$ cat src/rtl/double_ended_queue_top_macros.svh
// ----------------------------------------------------------------------------
// double_ended_queue_top_macros.svh
// assertion macros for the deque top level
// ----------------------------------------------------------------------------
`ifndef DOUBLE_ENDED_QUEUE_TOP_MACROS_SVH
`define DOUBLE_ENDED_QUEUE_TOP_MACROS_SVH

// same-cycle implication, disabled during reset
`define DQ_ASSERT_NOW(label, clk, rst, ante, cons, msg) \
   label: assert property (@(posedge clk) disable iff (rst) (ante) |-> (cons)) \
      else $error(msg);

// next-cycle implication, disabled during reset
`define DQ_ASSERT_NEXT(label, clk, rst, ante, cons, msg) \
   label: assert property (@(posedge clk) disable iff (rst) (ante) |=> (cons)) \
      else $error(msg);

`endif

$ cat src/rtl/dq_pkg.sv
// ----------------------------------------------------------------------------
// dq_pkg
// sizes, command and status codes for the double-ended queue
// ----------------------------------------------------------------------------
`default_nettype none

package dq_pkg;

   localparam int DEPTH        = 16;
   localparam int DATA_WIDTH   = 32;
   localparam int IDX_WIDTH    = (DEPTH > 1) ? $clog2(DEPTH) : 1;
   localparam int CNT_WIDTH    = $clog2(DEPTH + 1);
   localparam int SUM_WIDTH    = IDX_WIDTH + 1;

   // fixed port field widths
   localparam int CMD_WIDTH    = 3;
   localparam int WORD_WIDTH   = 32;
   localparam int STATUS_WIDTH = 2;
   localparam int TOTAL_WIDTH  = 5;

   typedef enum logic [CMD_WIDTH-1:0] {
      CMD_PUSH_FRONT = 3'd0,
      CMD_PUSH_BACK  = 3'd1,
      CMD_POP_FRONT  = 3'd2,
      CMD_POP_BACK   = 3'd3,
      CMD_PEEK_FRONT = 3'd4,
      CMD_PEEK_BACK  = 3'd5
   } cmd_type;

   typedef enum logic [STATUS_WIDTH-1:0] {
      ST_OK    = 2'd0,
      ST_EMPTY = 2'd1,
      ST_FULL  = 2'd2
   } status_type;

   // result of a command while its read is in flight
   typedef struct packed {
      logic                 rd_valid;
      status_type           status;
      logic                 is_empty;
      logic [CNT_WIDTH-1:0] total;
   } meta_type;

endpackage

`default_nettype wire

$ cat src/rtl/double_ended_queue_top.sv
// ----------------------------------------------------------------------------
// double_ended_queue_top
// bounded deque of data words in a circular memory with front index and count
// ----------------------------------------------------------------------------
//
//   channel  ports                                   direction  role
//   req      req_valid/req_ready, cmd, push_value    in         one command
//   rsp      rsp_valid/rsp_ready, read_value, status out        one result
//            is_empty, entry_total
//
// one command transfer per cycle while rsp_ready is high; the result passes
// the memory read register, then the output register
// index and count update at the command transfer, so a pop right after a push
// reads the already written entry without forwarding
// reset clears front index, count and valid flags; the store is
// not cleared and only held entries are ever read
// with rsp_ready low the output register holds, one more command parks in the
// read stage, then req_ready drops
`default_nettype none

`include "double_ended_queue_top_macros.svh"

module double_ended_queue_top (
   input  wire logic                             clock,
   input  wire logic                             reset,

   input  wire logic                             req_valid,
   output logic                                  req_ready,
   input  wire logic [dq_pkg::CMD_WIDTH-1:0]     req_cmd,
   input  wire logic [dq_pkg::WORD_WIDTH-1:0]    req_push_value,

   output logic                                  rsp_valid,
   input  wire logic                             rsp_ready,
   output logic [dq_pkg::WORD_WIDTH-1:0]         rsp_read_value,
   output logic [dq_pkg::STATUS_WIDTH-1:0]       rsp_status,
   output logic                                  rsp_is_empty,
   output logic [dq_pkg::TOTAL_WIDTH-1:0]        rsp_entry_total
);

   localparam logic [dq_pkg::IDX_WIDTH-1:0] LAST_IDX =
      dq_pkg::IDX_WIDTH'(dq_pkg::DEPTH - 1);
   localparam logic [dq_pkg::CNT_WIDTH-1:0] FULL_CNT =
      dq_pkg::CNT_WIDTH'(dq_pkg::DEPTH);
   localparam logic [dq_pkg::SUM_WIDTH-1:0] SUM_DEPTH =
      dq_pkg::SUM_WIDTH'(dq_pkg::DEPTH);

   // deque storage, one write and one read port
   logic [dq_pkg::DATA_WIDTH-1:0] entry_store [dq_pkg::DEPTH];

   // control state
   logic [dq_pkg::IDX_WIDTH-1:0] front_ff, front_in;
   logic [dq_pkg::CNT_WIDTH-1:0] count_ff, count_in;

   // read stage
   logic                          s1_valid_ff;
   dq_pkg::meta_type              s1_meta_ff, s1_meta_in;
   logic [dq_pkg::DATA_WIDTH-1:0] rd_data_ff;

   // output register
   logic                            rsp_valid_ff;
   logic [dq_pkg::WORD_WIDTH-1:0]   rsp_read_value_ff;
   dq_pkg::status_type              rsp_status_ff;
   logic                            rsp_is_empty_ff;
   logic [dq_pkg::TOTAL_WIDTH-1:0]  rsp_entry_total_ff;

   dq_pkg::cmd_type              cmd_s;
   logic                         req_fire;
   logic                         out_load;
   logic                         is_full, is_none;
   logic                         wr_en, rd_en;
   logic [dq_pkg::IDX_WIDTH-1:0] wr_addr, rd_addr;
   logic [dq_pkg::IDX_WIDTH-1:0] front_next, front_prev;
   logic [dq_pkg::IDX_WIDTH-1:0] tail_slot, back_slot;
   logic [dq_pkg::SUM_WIDTH-1:0] tail_sum;

   // handshake: read stage drains into the output register when it is free
   assign out_load  = s1_valid_ff && (!rsp_valid_ff || rsp_ready);
   assign req_ready = !s1_valid_ff || out_load;
   assign req_fire  = req_valid && req_ready;

   assign cmd_s   = dq_pkg::cmd_type'(req_cmd);
   assign is_full = (count_ff == FULL_CNT);
   assign is_none = (count_ff == '0);

   // circular index arithmetic
   assign front_next = (front_ff == LAST_IDX) ? '0 : front_ff + 1'b1;
   assign front_prev = (front_ff == '0) ? LAST_IDX : front_ff - 1'b1;
   assign tail_sum   = dq_pkg::SUM_WIDTH'(front_ff) + dq_pkg::SUM_WIDTH'(count_ff);
   assign tail_slot  = (tail_sum >= SUM_DEPTH) ?
                       dq_pkg::IDX_WIDTH'(tail_sum - SUM_DEPTH) :
                       dq_pkg::IDX_WIDTH'(tail_sum);
   assign back_slot  = (tail_slot == '0) ? LAST_IDX : tail_slot - 1'b1;

   // command decode
   always_comb begin
      front_in          = front_ff;
      count_in          = count_ff;
      wr_en             = 1'b0;
      rd_en             = 1'b0;
      wr_addr           = tail_slot;
      rd_addr           = front_ff;
      s1_meta_in.status = dq_pkg::ST_OK;
      case (cmd_s)
         dq_pkg::CMD_PUSH_FRONT: begin
            if (is_full) begin
               s1_meta_in.status = dq_pkg::ST_FULL;
            end else begin
               wr_en    = 1'b1;
               wr_addr  = front_prev;
               front_in = front_prev;
               count_in = count_ff + 1'b1;
            end
         end
         dq_pkg::CMD_PUSH_BACK: begin
            if (is_full) begin
               s1_meta_in.status = dq_pkg::ST_FULL;
            end else begin
               wr_en    = 1'b1;
               count_in = count_ff + 1'b1;
            end
         end
         dq_pkg::CMD_POP_FRONT, dq_pkg::CMD_PEEK_FRONT: begin
            if (is_none) begin
               s1_meta_in.status = dq_pkg::ST_EMPTY;
            end else begin
               rd_en = 1'b1;
               if (cmd_s == dq_pkg::CMD_POP_FRONT) begin
                  front_in = front_next;
                  count_in = count_ff - 1'b1;
               end
            end
         end
         dq_pkg::CMD_POP_BACK, dq_pkg::CMD_PEEK_BACK: begin
            if (is_none) begin
               s1_meta_in.status = dq_pkg::ST_EMPTY;
            end else begin
               rd_en   = 1'b1;
               rd_addr = back_slot;
               if (cmd_s == dq_pkg::CMD_POP_BACK) begin
                  count_in = count_ff - 1'b1;
               end
            end
         end
         default: begin
            // unused codes: no operation
         end
      endcase
      s1_meta_in.rd_valid = rd_en;
      s1_meta_in.is_empty = (count_in == '0);
      s1_meta_in.total    = count_in;
   end

   // memory: write and registered read, both only on a command transfer
   always_ff @(posedge clock) begin
      if (req_fire && wr_en) begin
         entry_store[wr_addr] <= dq_pkg::DATA_WIDTH'(req_push_value);
      end
      if (req_fire && rd_en) begin
         rd_data_ff <= entry_store[rd_addr];
      end
   end

   // control registers
   always_ff @(posedge clock) begin
      if (reset) begin
         front_ff     <= '0;
         count_ff     <= '0;
         s1_valid_ff  <= 1'b0;
         rsp_valid_ff <= 1'b0;
      end else begin
         if (req_fire) begin
            front_ff <= front_in;
            count_ff <= count_in;
         end
         if (req_fire) begin
            s1_valid_ff <= 1'b1;
         end else if (out_load) begin
            s1_valid_ff <= 1'b0;
         end
         if (out_load) begin
            rsp_valid_ff <= 1'b1;
         end else if (rsp_ready) begin
            rsp_valid_ff <= 1'b0;
         end
      end
   end

   // payload registers
   always_ff @(posedge clock) begin
      if (req_fire) begin
         s1_meta_ff <= s1_meta_in;
      end
      if (out_load) begin
         rsp_read_value_ff  <= s1_meta_ff.rd_valid ?
                               dq_pkg::WORD_WIDTH'(rd_data_ff) : '0;
         rsp_status_ff      <= s1_meta_ff.status;
         rsp_is_empty_ff    <= s1_meta_ff.is_empty;
         rsp_entry_total_ff <= dq_pkg::TOTAL_WIDTH'(s1_meta_ff.total);
      end
   end

   assign rsp_valid       = rsp_valid_ff;
   assign rsp_read_value  = rsp_read_value_ff;
   assign rsp_status      = rsp_status_ff;
   assign rsp_is_empty    = rsp_is_empty_ff;
   assign rsp_entry_total = rsp_entry_total_ff;

   // checks on the deque bookkeeping
   `DQ_ASSERT_NOW(a_count_bound, clock, reset, 1'b1, count_ff <= FULL_CNT, "count above depth")
   `DQ_ASSERT_NOW(a_full_total, clock, reset, rsp_valid_ff && rsp_status_ff == dq_pkg::ST_FULL, rsp_entry_total_ff == dq_pkg::TOTAL_WIDTH'(dq_pkg::DEPTH), "full status without full count")
   `DQ_ASSERT_NOW(a_empty_result, clock, reset, rsp_valid_ff && rsp_status_ff == dq_pkg::ST_EMPTY, rsp_is_empty_ff && rsp_read_value_ff == '0, "empty status with data or entries")
   `DQ_ASSERT_NEXT(a_push_count, clock, reset, req_fire && wr_en, count_ff == $past(count_ff) + 1'b1, "push did not grow count")

endmodule

`default_nettype wire

$ cat config.mk
export PLATFORM = sky130hd
export DESIGN_NAME = double_ended_queue_top
export DESIGN_NICKNAME = d
export VERILOG_FILES = /design/src/rtl/dq_pkg.sv /design/src/rtl/double_ended_queue_top.sv
export VERILOG_INCLUDE_DIRS = /design/src /design/src/rtl
export SDC_FILE = /design/constraint.sdc
export NUM_CORES = 1
export LEC_CHECK = 0
export ABC_AREA = 0
export BUFFER_PORTS_ARGS = -buffer_cell sky130_fd_sc_hd__clkbuf_2
export CORE_ASPECT_RATIO = 0.75
export CORE_MARGIN = 2
export CORE_UTILIZATION = 40
export CTS_BUF_LIST = sky130_fd_sc_hd__clkbuf_8
export DETAILED_ROUTE_END_ITERATION = 16
export GPL_ROUTABILITY_DRIVEN = 0
export GPL_TIMING_DRIVEN = 0
export SLEW_MARGIN = 20
export SYNTH_ARGS = -nofsm -noshare
export SYNTH_HDL_FRONTEND = slang
export SYNTH_SLANG_ARGS = --single-unit
export TNS_END_PERCENT = 5
$ cat constraint.sdc
create_clock -name clock -period 9.63 [get_ports clock]
set_clock_uncertainty 0.05 [all_clocks]
set_input_delay 0.963 -clock clock [delete_from_list [all_inputs] [get_ports clock]]
set_output_delay 0.963 -clock clock [all_outputs]
set_load 0.03 [all_outputs]
==> flow_summary.json <==
{
  "outcome": "complete, no violations",
  "avgRoutedWirePerCell_um": 28.6,
  "synthesis.instances": 3030,
  "number_of_antenna_diodes": 0,
  "syn2layout_area_growth_pct": 13.0,
  "crit_path_cell_trace": "ha_1, fa_1, inv_1, ha_1, buf_2, buf_2, buf_2, clkbuf_1, nand2_1, a2111oi_0, nor2_1, mux2i_1, mux2i_1, mux2i_1",
  "preCtsSetupSlack_ps": 3920,
  "worstPathMaxFanout": 10,
  "netlist_top_cells_area": "sky130_fd_sc_hd__edfxtp_1 54%, sky130_fd_sc_hd__nand2b_1 7.3%, sky130_fd_sc_hd__mux2i_1 6.9%, sky130_fd_sc_hd__a2111oi_0 6.8%, sky130_fd_sc_hd__nand2_1 5.9%",
  "start_util_pct": 40.3,
  "first_global_vias": 25800,
  "antenna_violating_nets_post_route": 0,
  "drcViolationCount": 0,
  "yosys_register_bits": 604,
  "ctsLongestPathBuffers": 3,
  "post_cts.repair.setup_buffers": 0,
  "critPathLaunch": "front_ff[0]",
  "reg2reg_to": "rd_data_ff[29]",
  "synth_top_flop_cell": "sky130_fd_sc_hd__edfxtp_1",
  "critical_path.endpoint_type": "flop",
  "async_flop_share_pct": 0,
  "dieArea_um2": 85300,
  "reg2reg_slack_ps": 3910,
  "holdCritPathClass": "flop to flop",
  "cts_tree": "done",
  "floorplan.die.height_um": 253,
  "cts_resized": 0,
  "setup-violations-final": 0,
  "synthDominantCellAreaShare_pct": 53.7,
  "dr.first_iter.drc_count": 4545,
  "synth_largest_area_cell": "sky130_fd_sc_hd__edfxtp_1",
  "insertion_delay_ps": 740,
  "startpoint_type": "flop",
  "cts_made_buffers": 98,
  "syn-cell-area_um2": 33200,
  "drt_wl_total_mm": 127,
  "post-route-period-util_pct": 59.4,
  "synth_seq_area_share_pct": 54.4,
  "grt_start_max_net_pins": 29,
  "utilization_pct": 45.6,
  "cts_num_sinks": 604,
  "ctsRootBufferMaster": "sky130_fd_sc_hd__clkbuf_8",
  "cellLeakagePower_nw": 12.0,
  "max_stage_delay_ps": 600,
  "synth_enable_flop_cells": 593,
  "report.final.hold_viol_count": 0,
  "crit_arrival_ps": 6120,
  "antenna_violations_before_repair": 11,
  "yosys_warnings": 0,
  "drive_gt1_share_pct": 11.0,
  "slowest_stage": "sky130_fd_sc_hd__clkbuf_1",
  "syn_nets": 3080,
  "floorplan.core_area_um2": 82200,
  "worst_r2r_path_depth": 14,
  "maximum_level_of_the_cts_h_tree": 3,
  "grt_first_pass_wirelength_mm": 181,
  "average_cell_area_after_synthesis_um2": 10.9,
  "crit_end": "rd_data_ff[29]",
  "crit_required_ps": 10030,
  "critPathKind": "flop to flop",
  "timing.max_cap.violations": 0,
  "final_period_minus_worst_setup_slack_ps": 5720,
  "power_per_cell_area_nw_per_um2": 192,
  "nNetsFinal": 3304,
  "first_pass_iters": 7,
  "timing.final.max_slew_violations": 0,
  "io_buffers": 80,
  "slew_headroom_pct": 11.2,
  "rr_startpoint": "front_ff[0]",
  "fmax_ghz": 0.175,
  "pin_count": 81,
  "drt-vias-per-instance": 6.26,
  "rsz0062_at_grt": "false",
  "cts.reportedPaths.clkPinSlew_ps": 60,
  "die_width_um": 336,
  "timing.final.ws_setup_ps": 3910,
  "grt_overflow": 0,
  "fillCellCount": 7709,
  "holdBufCountCts": 0,
  "place.detailed.hpwl_mm": 88.2,
  "fin_tns_setup_ps": 0,
  "post_synth_num_cell_types": 61,
  "worstMarginPinSlew_ps": 1330,
  "grt_util_all_layers_pct": 29.4,
  "irDropWorstVdd_mv": 0.135,
  "dr_total_vias": 27900,
  "floorplan.rows": 91
}
[sequential cells by signal, indices dropped and copies added (netlist names)]
| register | count |
|---|---|
| entry_store | 512 |
| rd_data_ff | 32 |
| rsp_read_value | 32 |
| s1_meta_ff | 9 |
| count_ff | 5 |
| rsp_entry_total | 5 |
| front_ff | 4 |
| rsp_status | 2 |
| rsp_is_empty | 1 |
| rsp_valid | 1 |
| s1_valid_ff | 1 |
[layer usage]
| layer | vias to the layer above | share of wire, % | GRT usage [%] |
|---|---|---|---|
| li1 | 12100 | - | - |
| met1 | 13600 | 42 | 42.9 |
| met2 | 1912 | 39 | 38.6 |
| met3 | 282 | 15 | 11.7 |
| met4 | 0 | 3.8 | 10.8 |
| met5 | - | 0 | 0 |
[critical path: cells and delay by family (launching register included)]
kind	cells	cell delay, ps
buf+inv	5	2060
mux	3	1080
fa+ha+maj	3	1030
compound gates	1	520
flops	1	390
simple gates	2	300
[report_power, final]
| group | internal (mW) | switching (mW) |
|---|---|---|
| combinational | 0.533 | 1.37 |
| sequential | 2.95 | 0.0175 |
| clock | 1.22 | 1.11 |
| total | 4.71 | 2.49 |
[layout make-up]
cell class	instances	area (µm²)	area share, %
Timing Repair Buffer	124	885	2.36
Multi-Input combinational cell	2078	13700	36.5
Clock buffer	102	1400	3.75
Tap cell	1116	1400	3.73
Inverter	13	48.8	0.130
Clock inverter	77	553	1.48
Sequential cell	604	18000	48.1
Buffer	335	1490	3.96
[synth_stat cells, drive strengths merged, types with 2 or more instances]
cell,instances
o21ai,12
a311oi,129
dfxtp,11
o21bai,2
and2,32
nor3,15
a21oi,10
buf,86
edfxtp,593
nand2b,387
nor2,150
clkbuf,249
a2111oi,256
a32oi,128
ha,10
and3,11
or2,2
a211oi,2
nand3,6
nor2b,3
inv,12
xnor2,7
or3,2
o21a,3
nand2,525
mux2i,229
a21o,2
mux2,2
xor2,3
a31oi,130
[how the worst min path moves through the flow]
| stage | start | endpoint | slack [ps] | cells after the start |
|---|---|---|---|---|
| finish | s1_meta_ff[0] | rsp_entry_total[0] | 370 | 0 |
| global route | s1_meta_ff[3] | rsp_entry_total[3] | 370 | 0 |
| CTS | s1_meta_ff[1] | rsp_entry_total[1] | 370 | 0 |
| detailed placement | s1_meta_ff[1] | rsp_entry_total[1] | 350 | 0 |
| global placement | s1_meta_ff[1] | rsp_entry_total[1] | 350 | 0 |
| floorplan | s1_meta_ff[0] | rsp_entry_total[0] | 350 | 0 |
[logic make-up after synthesis]
group	Yosys count	synth area share (%)
AOI/OAI and AO/OA	686	16.9
xor gates and xnor gates	10	0.287
adders and majority gates	11	0.438
buffers and inverters	348	4.61
DFF	604	54.4
muxes	231	6.98
and+or+nand+nor	1140	16.5
[through the flow]
step                power [mW]  std cells  hold WS [ps]  instance area, µm²
floorplan                 4.07       3030           350               33200
global placement          4.81       4226           354               35000
detailed placement        4.83       4270           355               35500
CTS                       7.12       4449           369               37500
global route              7.40       4449           375               37500
finish                    7.20       4449           369               37500
[placed cells by master, fill, tap and decap left out, drive strengths merged, types with 6 or more instances in the layout]
cell type,count
mux2i,229
and2,32
clkbuf,431
nand2,525
a31oi,130
a2111oi,256
nor3,15
buf,130
nor2,150
o21ai,12
a32oi,128
nand3,6
xnor2,7
a311oi,129
dfxtp,11
clkinv,44
a21oi,10
bufinv,9
ha,10
nand2b,387
and3,11
edfxtp,593
inv,36
Note: power is estimated with default switching activity, not from simulation.
